<file path="src/hw/rtl/dldu_pkg.sv">
// shared constants, types and helpers for the display line dirty update block
// no dependencies; imported by dldu_cache, display_line_dirty_update and tb
`default_nettype none

package dldu_pkg;

    localparam int ROWS   = 4;
    localparam int COLS   = 20;
    localparam int CELLS  = ROWS * COLS;
    localparam int ROW_W  = (ROWS > 1) ? $clog2(ROWS) : 1;
    localparam int COL_W  = (COLS > 1) ? $clog2(COLS) : 1;
    localparam int CUR_W  = $clog2(COLS + 1);
    localparam int ADDR_W = (CELLS > 1) ? $clog2(CELLS) : 1;

    localparam logic [7:0] CHAR_SPACE = 8'h20;
    localparam logic [7:0] CHAR_NUL   = 8'h00;

    localparam logic [15:0] MIN_INTERVAL_RESET = 16'd200;

    // word index of the interval register on the config port
    localparam logic REG_MIN_INTERVAL = 1'b0;

    typedef struct packed {
        logic              rd_en;
        logic [ADDR_W-1:0] rd_addr;
        logic              wr_en;
        logic [ADDR_W-1:0] wr_addr;
        logic [7:0]        wr_data;
        logic              clear;
    } cache_req_t;

    function automatic logic [ADDR_W-1:0] cell_addr(input logic [ROW_W-1:0] r,
                                                    input logic [COL_W-1:0] c);
        return ADDR_W'(r * COLS + c);
    endfunction

endpackage

`default_nettype wire

</file>
<file path="src/hw/rtl/dldu_cache.sv">
// shadow character cache: one synchronous memory with registered read data
// valid bit per cell so reset and clear read back as spaces; uses dldu_pkg
`default_nettype none

module dldu_cache (
    input  wire logic               clk,
    input  wire logic               rst_n,
    input  wire dldu_pkg::cache_req_t req,
    output logic [7:0]              rd_char
);
    import dldu_pkg::*;

    logic [7:0]       mem [CELLS];
    logic [CELLS-1:0] valid_reg;
    logic [7:0]       rdata_reg;
    logic             rvalid_reg;

    always_ff @(posedge clk)
    begin
        if (req.wr_en)
        begin
            mem[req.wr_addr] <= req.wr_data;
        end
        if (req.rd_en)
        begin
            rdata_reg <= mem[req.rd_addr];
        end
    end

    always_ff @(posedge clk or negedge rst_n)
    begin
        if (!rst_n)
        begin
            valid_reg  <= '0;
            rvalid_reg <= 1'b0;
        end
        else
        begin
            if (req.clear)
            begin
                valid_reg <= '0;
            end
            else if (req.wr_en)
            begin
                valid_reg[req.wr_addr] <= 1'b1;
            end
            if (req.rd_en)
            begin
                rvalid_reg <= valid_reg[req.rd_addr];
            end
        end
    end

    // a cell never written since reset or clear holds a space
    assign rd_char = rvalid_reg ? rdata_reg : CHAR_SPACE;

    // the sequencer never reads and writes one cell in the same cycle
    a_no_rw_same_cell: assert property (@(posedge clk) disable iff (!rst_n)
        (req.rd_en && req.wr_en) |-> (req.rd_addr != req.wr_addr))
        else $error("cache read and write hit the same cell");

    // clear comes only from an idle sequencer, never alongside a write
    a_clear_alone: assert property (@(posedge clk) disable iff (!rst_n)
        req.clear |-> (!req.wr_en && !req.rd_en))
        else $error("cache clear overlaps an access");

endmodule

`default_nettype wire

</file>
<file path="src/hw/rtl/display_line_dirty_update.sv">
// top level of the display line dirty update block: stream ports, config port,
// write sequencer and output register; uses dldu_pkg and dldu_cache
`default_nettype none

// Takes line writes one character per transfer and emits only the display
// cells whose character differs from the shadow cache. A text character's
// transfer reads the cache; the compare and update follow in the next cycle,
// held while a changed cell cannot enter the output register. A terminator
// (zero character) walks the rest of the row at one cell per cycle unless a
// changed cell waits on the output side, and holds the input until the walk
// is done. A clear or an ignored item is done in the transfer itself. Reset
// and clear are instant: the cache carries a valid bit per cell, so no
// clearing pass runs.
module display_line_dirty_update (
    input  wire logic        clk,
    input  wire logic        rst_n,
    // input stream
    input  wire logic        s_tvalid,
    output logic             s_tready,
    input  wire logic [47:0] s_tdata,  // row[2:0], col[7:3], ch[15:8], now_ms[47:16]
    input  wire logic [1:0]  s_tuser,  // cmd[0], first[1]
    // output stream
    output logic             m_tvalid,
    input  wire logic        m_tready,
    output logic [15:0]      m_tdata,  // out_row[1:0], out_col[6:2], out_char[14:7], pad[15]
    output logic             m_tlast,
    // config port
    input  wire logic        psel,
    input  wire logic        penable,
    input  wire logic        pwrite,
    input  wire logic [2:0]  paddr,
    input  wire logic [31:0] pwdata,
    output logic [31:0]      prdata,
    output logic             pready
);
    import dldu_pkg::*;

    typedef enum logic [3:0] {
        ST_IDLE = 4'b0001,
        ST_CHAR = 4'b0010,
        ST_PAD  = 4'b0100,
        ST_END  = 4'b1000
    } state_t;

    state_t           state_reg, state_next;
    logic             active_reg, active_next;
    logic [ROW_W-1:0] wrow_reg, wrow_next;
    logic [CUR_W-1:0] cursor_reg, cursor_next;
    logic [31:0]      stamp_reg, stamp_next;
    logic [7:0]       char_reg, char_next;
    logic [COL_W-1:0] pad_col_reg, pad_col_next;
    logic             pend_valid_reg, pend_valid_next;
    logic [COL_W-1:0] pend_col_reg, pend_col_next;
    logic [31:0]      row_time_reg [ROWS];
    logic [15:0]      min_interval_reg;

    logic             out_valid_reg, out_valid_next;
    logic [1:0]       out_row_reg, out_row_next;
    logic [4:0]       out_col_reg, out_col_next;
    logic [7:0]       out_char_reg, out_char_next;
    logic             out_last_reg, out_last_next;

    logic             time_we;
    logic [ROW_W-1:0] time_row;
    logic [31:0]      time_val;

    cache_req_t       cache_req;
    logic [7:0]       cache_char;

    logic             in_cmd, in_first;
    logic [2:0]       in_row;
    logic [4:0]       in_col;
    logic [7:0]       in_ch;
    logic [31:0]      in_now;
    logic             accept;
    logic             out_free;
    logic [31:0]      elapsed;
    logic             eff_active;
    logic [ROW_W-1:0] eff_row;
    logic [CUR_W-1:0] eff_cur;
    logic [31:0]      eff_stamp;
    logic             diff;
    logic             cfg_write;

    assign in_row   = s_tdata[2:0];
    assign in_col   = s_tdata[7:3];
    assign in_ch    = s_tdata[15:8];
    assign in_now   = s_tdata[47:16];
    assign in_cmd   = s_tuser[0];
    assign in_first = s_tuser[1];

    assign s_tready = (state_reg == ST_IDLE);
    assign accept   = s_tvalid && s_tready;
    assign out_free = !out_valid_reg || m_tready;
    assign elapsed  = in_now - row_time_reg[in_row[ROW_W-1:0]];

    dldu_cache u_cache (
        .clk     (clk),
        .rst_n   (rst_n),
        .req     (cache_req),
        .rd_char (cache_char)
    );

    always_comb
    begin
        state_next      = state_reg;
        active_next     = active_reg;
        wrow_next       = wrow_reg;
        cursor_next     = cursor_reg;
        stamp_next      = stamp_reg;
        char_next       = char_reg;
        pad_col_next    = pad_col_reg;
        pend_valid_next = pend_valid_reg;
        pend_col_next   = pend_col_reg;
        out_valid_next  = out_valid_reg && !m_tready;
        out_row_next    = out_row_reg;
        out_col_next    = out_col_reg;
        out_char_next   = out_char_reg;
        out_last_next   = out_last_reg;
        time_we         = 1'b0;
        time_row        = wrow_reg;
        time_val        = stamp_reg;
        cache_req       = '0;
        eff_active      = active_reg;
        eff_row         = wrow_reg;
        eff_cur         = cursor_reg;
        eff_stamp       = stamp_reg;
        diff            = 1'b0;

        case (state_reg)
            ST_IDLE:
            begin
                if (accept)
                begin
                    if (in_cmd)
                    begin
                        cache_req.clear = 1'b1;
                        active_next     = 1'b0;
                    end
                    else
                    begin
                        if (in_first)
                        begin
                            eff_active = (int'(in_row) < ROWS) && (int'(in_col) < COLS)
                                         && (elapsed >= {16'd0, min_interval_reg});
                            eff_row    = in_row[ROW_W-1:0];
                            eff_cur    = CUR_W'(in_col);
                            eff_stamp  = in_now;
                        end
                        wrow_next   = eff_row;
                        cursor_next = eff_cur;
                        stamp_next  = eff_stamp;
                        active_next = eff_active;
                        if (eff_active)
                        begin
                            if (in_ch != CHAR_NUL)
                            begin
                                if (int'(eff_cur) < COLS)
                                begin
                                    cache_req.rd_en   = 1'b1;
                                    cache_req.rd_addr = cell_addr(eff_row, eff_cur[COL_W-1:0]);
                                    char_next         = in_ch;
                                    cursor_next       = eff_cur + CUR_W'(1);
                                    state_next        = ST_CHAR;
                                end
                            end
                            else
                            begin
                                // terminator: stamp now, pad the rest of the row
                                time_we     = 1'b1;
                                time_row    = eff_row;
                                time_val    = eff_stamp;
                                active_next = 1'b0;
                                cursor_next = CUR_W'(COLS);
                                if (int'(eff_cur) < COLS)
                                begin
                                    cache_req.rd_en   = 1'b1;
                                    cache_req.rd_addr = cell_addr(eff_row, eff_cur[COL_W-1:0]);
                                    pad_col_next      = eff_cur[COL_W-1:0];
                                    state_next        = ST_PAD;
                                end
                            end
                        end
                    end
                end
            end

            ST_CHAR:
            begin
                diff = (cache_char != char_reg);
                if (!diff)
                begin
                    state_next = ST_IDLE;
                end
                else if (out_free)
                begin
                    cache_req.wr_en   = 1'b1;
                    cache_req.wr_addr = cell_addr(wrow_reg, COL_W'(cursor_reg - CUR_W'(1)));
                    cache_req.wr_data = char_reg;
                    out_valid_next    = 1'b1;
                    out_row_next      = 2'(wrow_reg);
                    out_col_next      = 5'(cursor_reg - CUR_W'(1));
                    out_char_next     = char_reg;
                    out_last_next     = 1'b1;
                    state_next        = ST_IDLE;
                end
            end

            ST_PAD:
            begin
                diff = (cache_char != CHAR_SPACE);
                // a changed cell is held back one step so the final one can carry last
                if (!(diff && pend_valid_reg && !out_free))
                begin
                    if (diff)
                    begin
                        cache_req.wr_en   = 1'b1;
                        cache_req.wr_addr = cell_addr(wrow_reg, pad_col_reg);
                        cache_req.wr_data = CHAR_SPACE;
                        if (pend_valid_reg)
                        begin
                            out_valid_next = 1'b1;
                            out_row_next   = 2'(wrow_reg);
                            out_col_next   = 5'(pend_col_reg);
                            out_char_next  = CHAR_SPACE;
                            out_last_next  = 1'b0;
                        end
                        pend_valid_next = 1'b1;
                        pend_col_next   = pad_col_reg;
                    end
                    if (pad_col_reg == COL_W'(COLS - 1))
                    begin
                        state_next = ST_END;
                    end
                    else
                    begin
                        cache_req.rd_en   = 1'b1;
                        cache_req.rd_addr = cell_addr(wrow_reg, pad_col_reg + COL_W'(1));
                        pad_col_next      = pad_col_reg + COL_W'(1);
                    end
                end
            end

            ST_END:
            begin
                if (!pend_valid_reg)
                begin
                    state_next = ST_IDLE;
                end
                else if (out_free)
                begin
                    out_valid_next  = 1'b1;
                    out_row_next    = 2'(wrow_reg);
                    out_col_next    = 5'(pend_col_reg);
                    out_char_next   = CHAR_SPACE;
                    out_last_next   = 1'b1;
                    pend_valid_next = 1'b0;
                    state_next      = ST_IDLE;
                end
            end

            default:
            begin
                state_next = ST_IDLE;
            end
        endcase
    end

    always_ff @(posedge clk or negedge rst_n)
    begin
        if (!rst_n)
        begin
            state_reg      <= ST_IDLE;
            active_reg     <= 1'b0;
            wrow_reg       <= '0;
            cursor_reg     <= '0;
            stamp_reg      <= '0;
            pend_valid_reg <= 1'b0;
            out_valid_reg  <= 1'b0;
            for (int i = 0; i < ROWS; i++)
            begin
                row_time_reg[i] <= '0;
            end
        end
        else
        begin
            state_reg      <= state_next;
            active_reg     <= active_next;
            wrow_reg       <= wrow_next;
            cursor_reg     <= cursor_next;
            stamp_reg      <= stamp_next;
            pend_valid_reg <= pend_valid_next;
            out_valid_reg  <= out_valid_next;
            if (time_we)
            begin
                row_time_reg[time_row] <= time_val;
            end
        end
    end

    always_ff @(posedge clk)
    begin
        char_reg      <= char_next;
        pad_col_reg   <= pad_col_next;
        pend_col_reg  <= pend_col_next;
        out_row_reg   <= out_row_next;
        out_col_reg   <= out_col_next;
        out_char_reg  <= out_char_next;
        out_last_reg  <= out_last_next;
    end

    // config port
    assign pready    = 1'b1;
    assign cfg_write = psel && penable && pwrite && pready;

    always_ff @(posedge clk or negedge rst_n)
    begin
        if (!rst_n)
        begin
            min_interval_reg <= MIN_INTERVAL_RESET;
        end
        else if (cfg_write && (paddr[2] == REG_MIN_INTERVAL))
        begin
            min_interval_reg <= pwdata[15:0];
        end
    end

    assign prdata = (paddr[2] == REG_MIN_INTERVAL) ? {16'd0, min_interval_reg} : 32'd0;

    assign m_tvalid = out_valid_reg;
    assign m_tdata  = {1'b0, out_char_reg, out_col_reg, out_row_reg};
    assign m_tlast  = out_last_reg;

    a_pend_in_walk: assert property (@(posedge clk) disable iff (!rst_n)
        pend_valid_reg |-> (state_reg == ST_PAD || state_reg == ST_END))
        else $error("held-back pad result outside the padding walk");

    // a rejected first transfer may leave any column here, but no open write does
    a_cursor_range: assert property (@(posedge clk) disable iff (!rst_n)
        active_reg |-> (int'(cursor_reg) <= COLS))
        else $error("write cursor beyond the row");

    a_term_closes: assert property (@(posedge clk) disable iff (!rst_n)
        (accept && !in_cmd && in_ch == CHAR_NUL) |=> !active_reg)
        else $error("line write still open after its terminator");

    a_walk_no_input: assert property (@(posedge clk) disable iff (!rst_n)
        (state_reg == ST_PAD) |=> (state_reg == ST_PAD || state_reg == ST_END))
        else $error("padding walk left without draining its last result");

endmodule

`default_nettype wire

</file>
<file path="config.mk">
export PLATFORM = sky130hd
export DESIGN_NAME = display_line_dirty_update
export DESIGN_NICKNAME = d
export VERILOG_FILES = /design/src/hw/rtl/dldu_pkg.sv /design/src/hw/rtl/dldu_cache.sv /design/src/hw/rtl/display_line_dirty_update.sv
export SDC_FILE = /design/constraint.sdc
export NUM_CORES = 2
export LEC_CHECK = 0
export ABC_AREA = 0
export BUFFER_PORTS_ARGS = -buffer_cell sky130_fd_sc_hd__buf_2
export CAP_MARGIN = 10
export CORE_MARGIN = 3
export CORE_UTILIZATION = 60
export CTS_CLUSTER_DIAMETER = 80
export DETAILED_ROUTE_END_ITERATION = 7
export PLACE_DENSITY = 0.82
export SYNTH_ARGS = -nofsm -noshare
export SYNTH_HDL_FRONTEND = slang
export SYNTH_SLANG_ARGS = --single-unit
export TNS_END_PERCENT = 50
</file>
<file path="constraint.sdc">
create_clock -name clk -period 10.95 [get_ports clk]
set_clock_uncertainty 0.05 [all_clocks]
set_input_delay 0.5475 -clock clk [delete_from_list [all_inputs] [get_ports clk]]
set_output_delay 0.5475 -clock clk [all_outputs]
set_load 0.02 [all_outputs]
</file>
# [Word-level counts from Yosys, hierarchy flattened]
# Memory sizes are Yosys's and may differ from the RTL's. A register that Yosys moved wholly into a read port is not among the register bits.
# Cells that the tools add are included.
# W data, S select, Z words.
[op_classes] multipliers=2 n_reduce_logical=29 eq_ne=21 bitwise_logic=6 add_sub_neg=8 mux=126 magnitude_cmp=10
[op_table] operator="$mux W32" count=9
[op_table] operator="$mux W80" count=2
[op_table] operator="$bwmux W128" count=1
[op_table] operator="$mux W5" count=21
[op_table] operator="$mux W8" count=13
[op_table] operator="$or A80 B80 Y80" count=1
[op_table] operator="$bmux W32 S2" count=1
[op_table] operator="$demux W32 S2" count=1
[op_table] operator="$mux W16" count=4
[op_table] operator="$mux W4" count=11
[op_table] operator="$mux W1" count=35
[op_table] operator="$ge A32 B16 Y1" count=1
[op_table] operator="$pmux W16 S2" count=1
[op_table] operator="$sub A32 B32 Y32" count=1
[op_table] operator="$mux W2" count=15
[op_table] operator="$add A7 B5 Y7" count=4
[op_table] operator="$mux W24" count=1
[op_table] operator="$pmux W8 S3" count=1
[op_table] operator="$ne A2 B2 Y1 const B" count=11
[op_table] operator="$reduce_and A6 Y1" count=3
[op_table] operator="$lt A7 B8 Y1 const B" count=2
[op_table] operator="$pmux W4 S4" count=1
[op_table] operator="$pmux W8 S2" count=1
[op_table] operator="$reduce_and A8 Y1" count=2
[op_table] operator="other kinds (33)" count=59
[word_totals] register_bits=305 word_cells=224 ramBits=640 n_memories=1 out_inout_bits=52
[mem_list] name="u_cache.mem" depth=80 width=8 rd=1 rd_ports_with_merged_regs=1 write_ports=1 line="dldu_cache.sv:13" source="logic [7:0] mem [CELLS];"

# [Logic depth before layout (Yosys ltp)]
[logic_depth] word_depth=21 depth_mapped=31 mapped_depth_nobuf=25

# [By module]
# A second synthesis with hierarchy kept.
[unflattened] cells_unflattened=2701 hier_area_um2=42196.7
[by_module_without_submodules] mod="dldu_cache" seq_area_each_um2=21485.6 cells_each=1482 n_inst=1 area_per_inst_um2=28456.0
[by_module_without_submodules] mod="display_line_dirty_update" seq_area_each_um2=5780.5 cells_each=1219 n_inst=1 area_per_inst_um2=13740.7

# [Worst setup path before layout]
# No wires, ideal clock.
[synth_path] kind="input to register" from="input s_tdata[0]" to="register u_cache.rdata_reg[0], read port of u_cache.mem, data pin" stages=28 arrival_time_ns=7.106 slack_ns=3.521 path_cell_list="clkbuf_1 -> buf_1 -> mux4_2 -> ha_1 -> fa_1 -> nand2b_1 -> a21oi_1 -> o21ai_1 -> nand3_1 -> xor2_1 -> ha_1 -> a21oi_1 -> nand2_1 -> a211o_1 -> a2111oi_1 -> nand3_1 -> or4_1 -> or4_4 -> o311ai_2 -> and2_1 -> buf_4 -> buf_4 -> buf_2 -> buf_2 -> nand3_1 -> a311o_1 -> a31oi_1 -> o311ai_1"
[synth_via] elab_chain_len=15 elab_cells_between_ends=24 classes_between="2 x add/sub; 1 x mul; 2 x order compare; 16 x mux; 1 x bitwise; 2 x reduce/logical"
[synth_rtl] item="start: declaration" line="display_line_dirty_update.sv:20" source="input wire logic [47:0] s_tdata,"
[synth_rtl] item="$not A2 Y3 (implied by the code)" line="display_line_dirty_update.sv:95" source="assign elapsed = in_now - row_time_reg[in_row[ROW_W-1:0]];"
[synth_rtl] item="$bmux W32 S2" line="display_line_dirty_update.sv:95"
[synth_rtl] item="$mux W32 (implied by the code) (2 in a row)" line="display_line_dirty_update.sv:95"
[synth_rtl] item="$sub A32 B32 Y32" line="display_line_dirty_update.sv:95"
[synth_rtl] item="$ge A32 B16 Y1" line="display_line_dirty_update.sv:145" source="&& (elapsed >= {16'd0, min_interval_reg});"
[synth_rtl] item="$logic_and A1 B1 Y1" line="display_line_dirty_update.sv:145"
[synth_rtl] item="$mux W1" line="display_line_dirty_update.sv:142" source="if (in_first)"
[synth_rtl] item="$mux W1" line="display_line_dirty_update.sv:135" source="if (in_cmd)"
[synth_rtl] item="$mux W1" line="display_line_dirty_update.sv:133" source="if (accept)"
[synth_rtl] item="$mux W1" line="display_line_dirty_update.sv:130" source="case (state_reg)"
[synth_rtl] item="$mux W8 *" line="display_line_dirty_update.sv:154" source="if (eff_active)"
[synth_rtl] item="$mux W8 *" line="display_line_dirty_update.sv:135"
[synth_rtl] item="$mux W8 *" line="display_line_dirty_update.sv:133"
[synth_rtl] item="$pmux W8 S2 *" line="display_line_dirty_update.sv:130"
[synth_rtl] item="end: declaration" line="dldu_cache.sv:15" source="logic [7:0] rdata_reg;"
# Every way passes the cells marked *; elsewhere a longest branch is shown, timed or not. The select of a mux whose other input is x is not followed.
# A chain may end at the register's enable or synchronous reset.

# [Worst setup path in the final report]
[layout_path] from="input s_tdata[0]" to="register u_cache.rvalid_reg"
[layout_via] elab_chain_len=17 elab_cells_between_ends=26 classes_between="2 x add/sub; 1 x mul; 2 x order compare; 18 x mux; 1 x bitwise; 2 x reduce/logical"
[layout_rtl] item="$not A2 Y3 (implied by the code)" line="display_line_dirty_update.sv:95"
[layout_rtl] item="$bmux W32 S2" line="display_line_dirty_update.sv:95"
[layout_rtl] item="$mux W32 (implied by the code) (2 in a row)" line="display_line_dirty_update.sv:95"
[layout_rtl] item="$sub A32 B32 Y32" line="display_line_dirty_update.sv:95"
[layout_rtl] item="$ge A32 B16 Y1" line="display_line_dirty_update.sv:145"
[layout_rtl] item="$logic_and A1 B1 Y1" line="display_line_dirty_update.sv:145"
[layout_rtl] item="$mux W1" line="display_line_dirty_update.sv:142"
[layout_rtl] item="$mux W1" line="display_line_dirty_update.sv:135"
[layout_rtl] item="$mux W1" line="display_line_dirty_update.sv:133"
[layout_rtl] item="$mux W1" line="display_line_dirty_update.sv:130"
[layout_rtl] item="$mux W8 *" line="display_line_dirty_update.sv:154"
[layout_rtl] item="$mux W8 *" line="display_line_dirty_update.sv:135"
[layout_rtl] item="$mux W8 *" line="display_line_dirty_update.sv:133"
[layout_rtl] item="$pmux W8 S2 *" line="display_line_dirty_update.sv:130"
[layout_rtl] item="$bmux W1 S7" line="dldu_cache.sv:49" source="rvalid_reg <= valid_reg[req.rd_addr];"
[layout_rtl] item="$mux W1 (implied by the code)" line="dldu_cache.sv:49"
[layout_rtl] item="end signal: assignment" line="dldu_cache.sv:49"
[layout_rtl] item="end: declaration" line="dldu_cache.sv:16" source="logic rvalid_reg;"
# Marked as above.

==> summary.md <==
| Metric | Value |
|---|---|
| Status | `finished, final reports clean` |
| Min Tclk post-route | `between 8 and 9 ns` |
| Synthesized area | `around 43000 µm²` |
| Most frequent cells in the layout | `nand2_1, edfxtp_1, dfrtp_1` |
| Reg-to-reg slack, setup | `about 2.7 ns` |
| Post-CTS Setup Bufs | `0` |
| H-tree Lvls | `3` |
| CTS tree | `built` |
| Largest net degree at the start of global routing | `between 150 and 200` |
| Startpoint Class | `input pin` |
| Final Instance Area | `about 47000 µm²` |
| Critical Path Max Stage Delay | `0.94 ns` |
| EDFF count, synth | `around 680` |
| Worst min-delay path startpoint | `s_tdata[9]` |
| RSZ-0062 raised after global routing | `no` |
| Hold Path Sink | `char_reg[1]$_DFFE_PP_` |
| Synth Register Bits | `approximately 950` |
| Crit path DAT | `9.25 ns` |
| Number of flip-flops in the largest register | `between 600 and 700` |
| PortBufs | `approximately 110` |
| Floorplan die width | `between 200 and 300 µm` |
| Tot Pwr | `roughly 8400 µW` |
| Max VDD drop | `0.1287 mV` |
| Routed wire per std cell | `approximately 23 µm` |
| Routability cong. | `~0.92` |
| WP data required | `11.48 ns` |
| Dominant synthesized flop cell | `edfxtp_1` |
| Register area share after synthesis | `between 60 and 70%` |
| Final hold slack | `0.04592 ns` |
| Setup slack after layout | `around 2.2 ns` |
| Cell row count | `97` |
| Clock latency on the worst-skew pair | `roughly 0.66 ns` |
| TritonCTS Buffers | `96` |
| CP max stage cell | `a21boi_2` |
| Layout Nets | `3776` |
| Via/cell ratio | `between 6 and 7` |
| Hold-fix buffers at CTS | `1` |
| Async set or reset register ratio after synthesis | `between 20 and 30%` |
| Number of global-route vias before repair | `28676` |
| Synth Warn # | `0` |
| Area growth from synthesis to layout | `10.24%` |
| Core area | `70390 µm²` |
| Crit path kind | `input pin to flop` |
| CTS max path bufs | `3` |
| Clock slew at reported path FFs | `around 0.06 ns` |
| Final setup viols | `0` |
| HPWL after detailed placement | `between 60000 and 70000 µm` |
| DR pass1 iterations | `8` |
| Leading cell type in the layout, fill and taps excluded | `nand2_1` |
| Placed Area | `around 44000 µm²` |
| Post-placement setup slack | `between 1.5 and 2 ns` |
| Worst min path class | `input pin to flop` |
| Static leakage | `about 0.018 µW` |
| Syn avg cell area | `around 12 µm²` |
| Clk root buf | `clkbuf_16` |
| Path depth of the worst reg2reg path | `23` |
| Die Area | `around 75000 µm²` |
| DRT antenna net count | `0` |
| CP Depth | `26` |
| Via count | `about 29000` |
| Largest delay share family, worst path | `compound AO/OA/AOI/OAI gates` |
| Final hold viol count | `0` |
| Final setup TNS | `0 ns` |
| Area of the multi-input gates | `14500 µm²` |
| Filler cells | `4864` |
| Relative slew slack | `~19%` |
| Iter 0 DRT Violations | `3653` |
| First-pass GRT wire length | `approximately 160000 µm` |
| Io pins | `144` |
| Final worst-path cycle share | `79.66%` |
| CTS Sinks | `about 950` |
| Die Y | `273.4 µm` |
| Buf/Inv on CP | `3` |
| Reg2Reg Launch Point | `row_time_reg[0]$_DFFE_PN0P_` |
| Antenna violations before repair | `4` |
| Register Area | `approximately 27000 µm²` |
| GRT Total Usage | `approximately 28%` |
| Drt total wl | `about 110000 µm` |
| GRT Residual Overflow | `0` |
| Yosys cell types | `77` |
| Post-cts resize count | `0` |
| Cells after synthesis | `around 3600` |
| Slew Viols, Final | `0` |
| CP max FO | `20` |
| PD cells | `approximately 180 nW/µm²` |
| Drt drc | `0` |
| Starting Density | `approximately 60%` |
| Share of cells above drive strength 1 | `11.34%` |
| Kind of end point of the critical path | `flop` |
| RR Endpoint | `u_cache.rvalid_reg$_DFFE_PN0P_` |
| FMAX | `around 110 MHz` |
| Max-Cap Viols | `0` |
| Worst hold stages | `1` |
| Worst-margin pin slew | `~1.2 ns` |
[report_power, final]
group | switching [µW] | internal [µW] | leakage [µW]
sequential | 90.2 | 4040 | 0.00997
clock | 1370 | 1880 | 0.00152
combinational | 674 | 348 | 0.00683
[layout make-up]
cell class,instances,share of cell area (%)
antenna,3,0.01588
timing repair buffer,147,1.953
clock inverter,38,0.8468
multi-input combinational,2336,30.67
sequential,953,57.67
tap,940,2.487
inverter,80,0.6351
clock buffer,141,5.724
[worst register-to-register path: cells and delay by family (launching register included)]
family	cells	cell delay, ns
adders and majority gates	3	0.95
DFF	1	0.38
xor gates and xnor gates	1	0.26
muxes	1	0.48
AOI/OAI and AO/OA	11	3.83
and+or+nand+nor	7	2.28
[cell usage after synthesis, types with 5 or more instances]
library cell	instances	area, µm²
o22ai_1	15	93.84
nor4_1	7	43.79
nand4_1	11	68.82
nand2_1	738	2770
mux2_2	63	709.4
ha_1	65	813.3
a311o_1	8	80.08
nor3_1	15	75.07
and2_1	29	181.4
a311oi_1	11	96.34
o21ai_0	223	1116
fa_1	5	100.1
dfrtp_1	267	6681
mux2i_1	235	2352
nor2_1	173	649.4
nand3_1	190	950.9
o311ai_1	8	70.07
a211o_1	12	105.1
buf_1	17	63.81
nor2b_1	12	75.07
a31oi_1	21	131.4
clkbuf_1	111	416.7
mux4_2	32	720.7
a22oi_1	12	90.09
or3_1	6	37.54
inv_1	78	292.8
o221ai_1	8	70.07
and3_1	17	106.4
xor2_1	13	113.9
a211oi_1	15	112.6
buf_4	29	217.7
o211ai_1	46	345.3
o21a_1	88	660.6
a21oi_1	90	450.4
edfxtp_1	682	20480
a21o_1	18	135.1
buf_2	54	270.3
xnor2_1	25	219.0
o21ai_1	31	155.2
nand2b_1	15	93.84
[cells by family after synthesis]
| kind of cell | Yosys count | synth area share (%) |
|---|---|---|
| DFF | 953 | 63.57 |
| muxes | 330 | 8.819 |
| xor gates and xnor gates | 38 | 0.7760 |
| and+or+nand+nor | 1231 | 12.10 |
| buffers and inverters | 292 | 2.970 |
| AOI/OAI and AO/OA | 649 | 9.618 |
| adders and majority gates | 70 | 2.130 |
| other | 2 | 0.01751 |
[routing by layer]
layer | part of all wire [%] | global-route usage, % | up-vias | routed length [µm]
met1 | 38 | 37.10 | 14299 | 40130
met4 | 4.3 | 11.88 | 2 | 4555
met2 | 49 | 46.82 | 1619 | 51580
li1 | - | - | 13008 | -
met3 | 8.7 | 4.181 | 296 | 9157
met5 | 0.012 | 0 | - | 13
[worst max-delay path by stage]
| stage | start | endpoint | slack [ns] |
|---|---|---|---|
| 3_3_place_gp | s_tdata[0] | u_cache.rdata_reg[3]$_DFFE_PP_ | 1.95 |
| 5_1_grt | s_tdata[0] | u_cache.rdata_reg[4]$_DFFE_PP_ | 1.72 |
| 2_1_floorplan | s_tdata[0] | u_cache.rdata_reg[0]$_DFFE_PP_ | 3.52 |
| 6_report | s_tdata[0] | u_cache.rvalid_reg$_DFFE_PN0P_ | 2.23 |
| 3_5_place_dp | s_tdata[0] | u_cache.rvalid_reg$_DFFE_PN0P_ | 1.74 |
| 4_1_cts | s_tdata[0] | u_cache.rvalid_reg$_DFFE_PN0P_ | 2.39 |
[per-stage QoR]
step	util, %	std cells
2_1_floorplan	-	3581
3_3_place_gp	62.73	4455
3_5_place_dp	62.73	4455
4_1_cts	67.16	4635
5_1_grt	67.17	4638
6_report	67.17	4638
No activity file was read; power rests on OpenSTA's default activity.
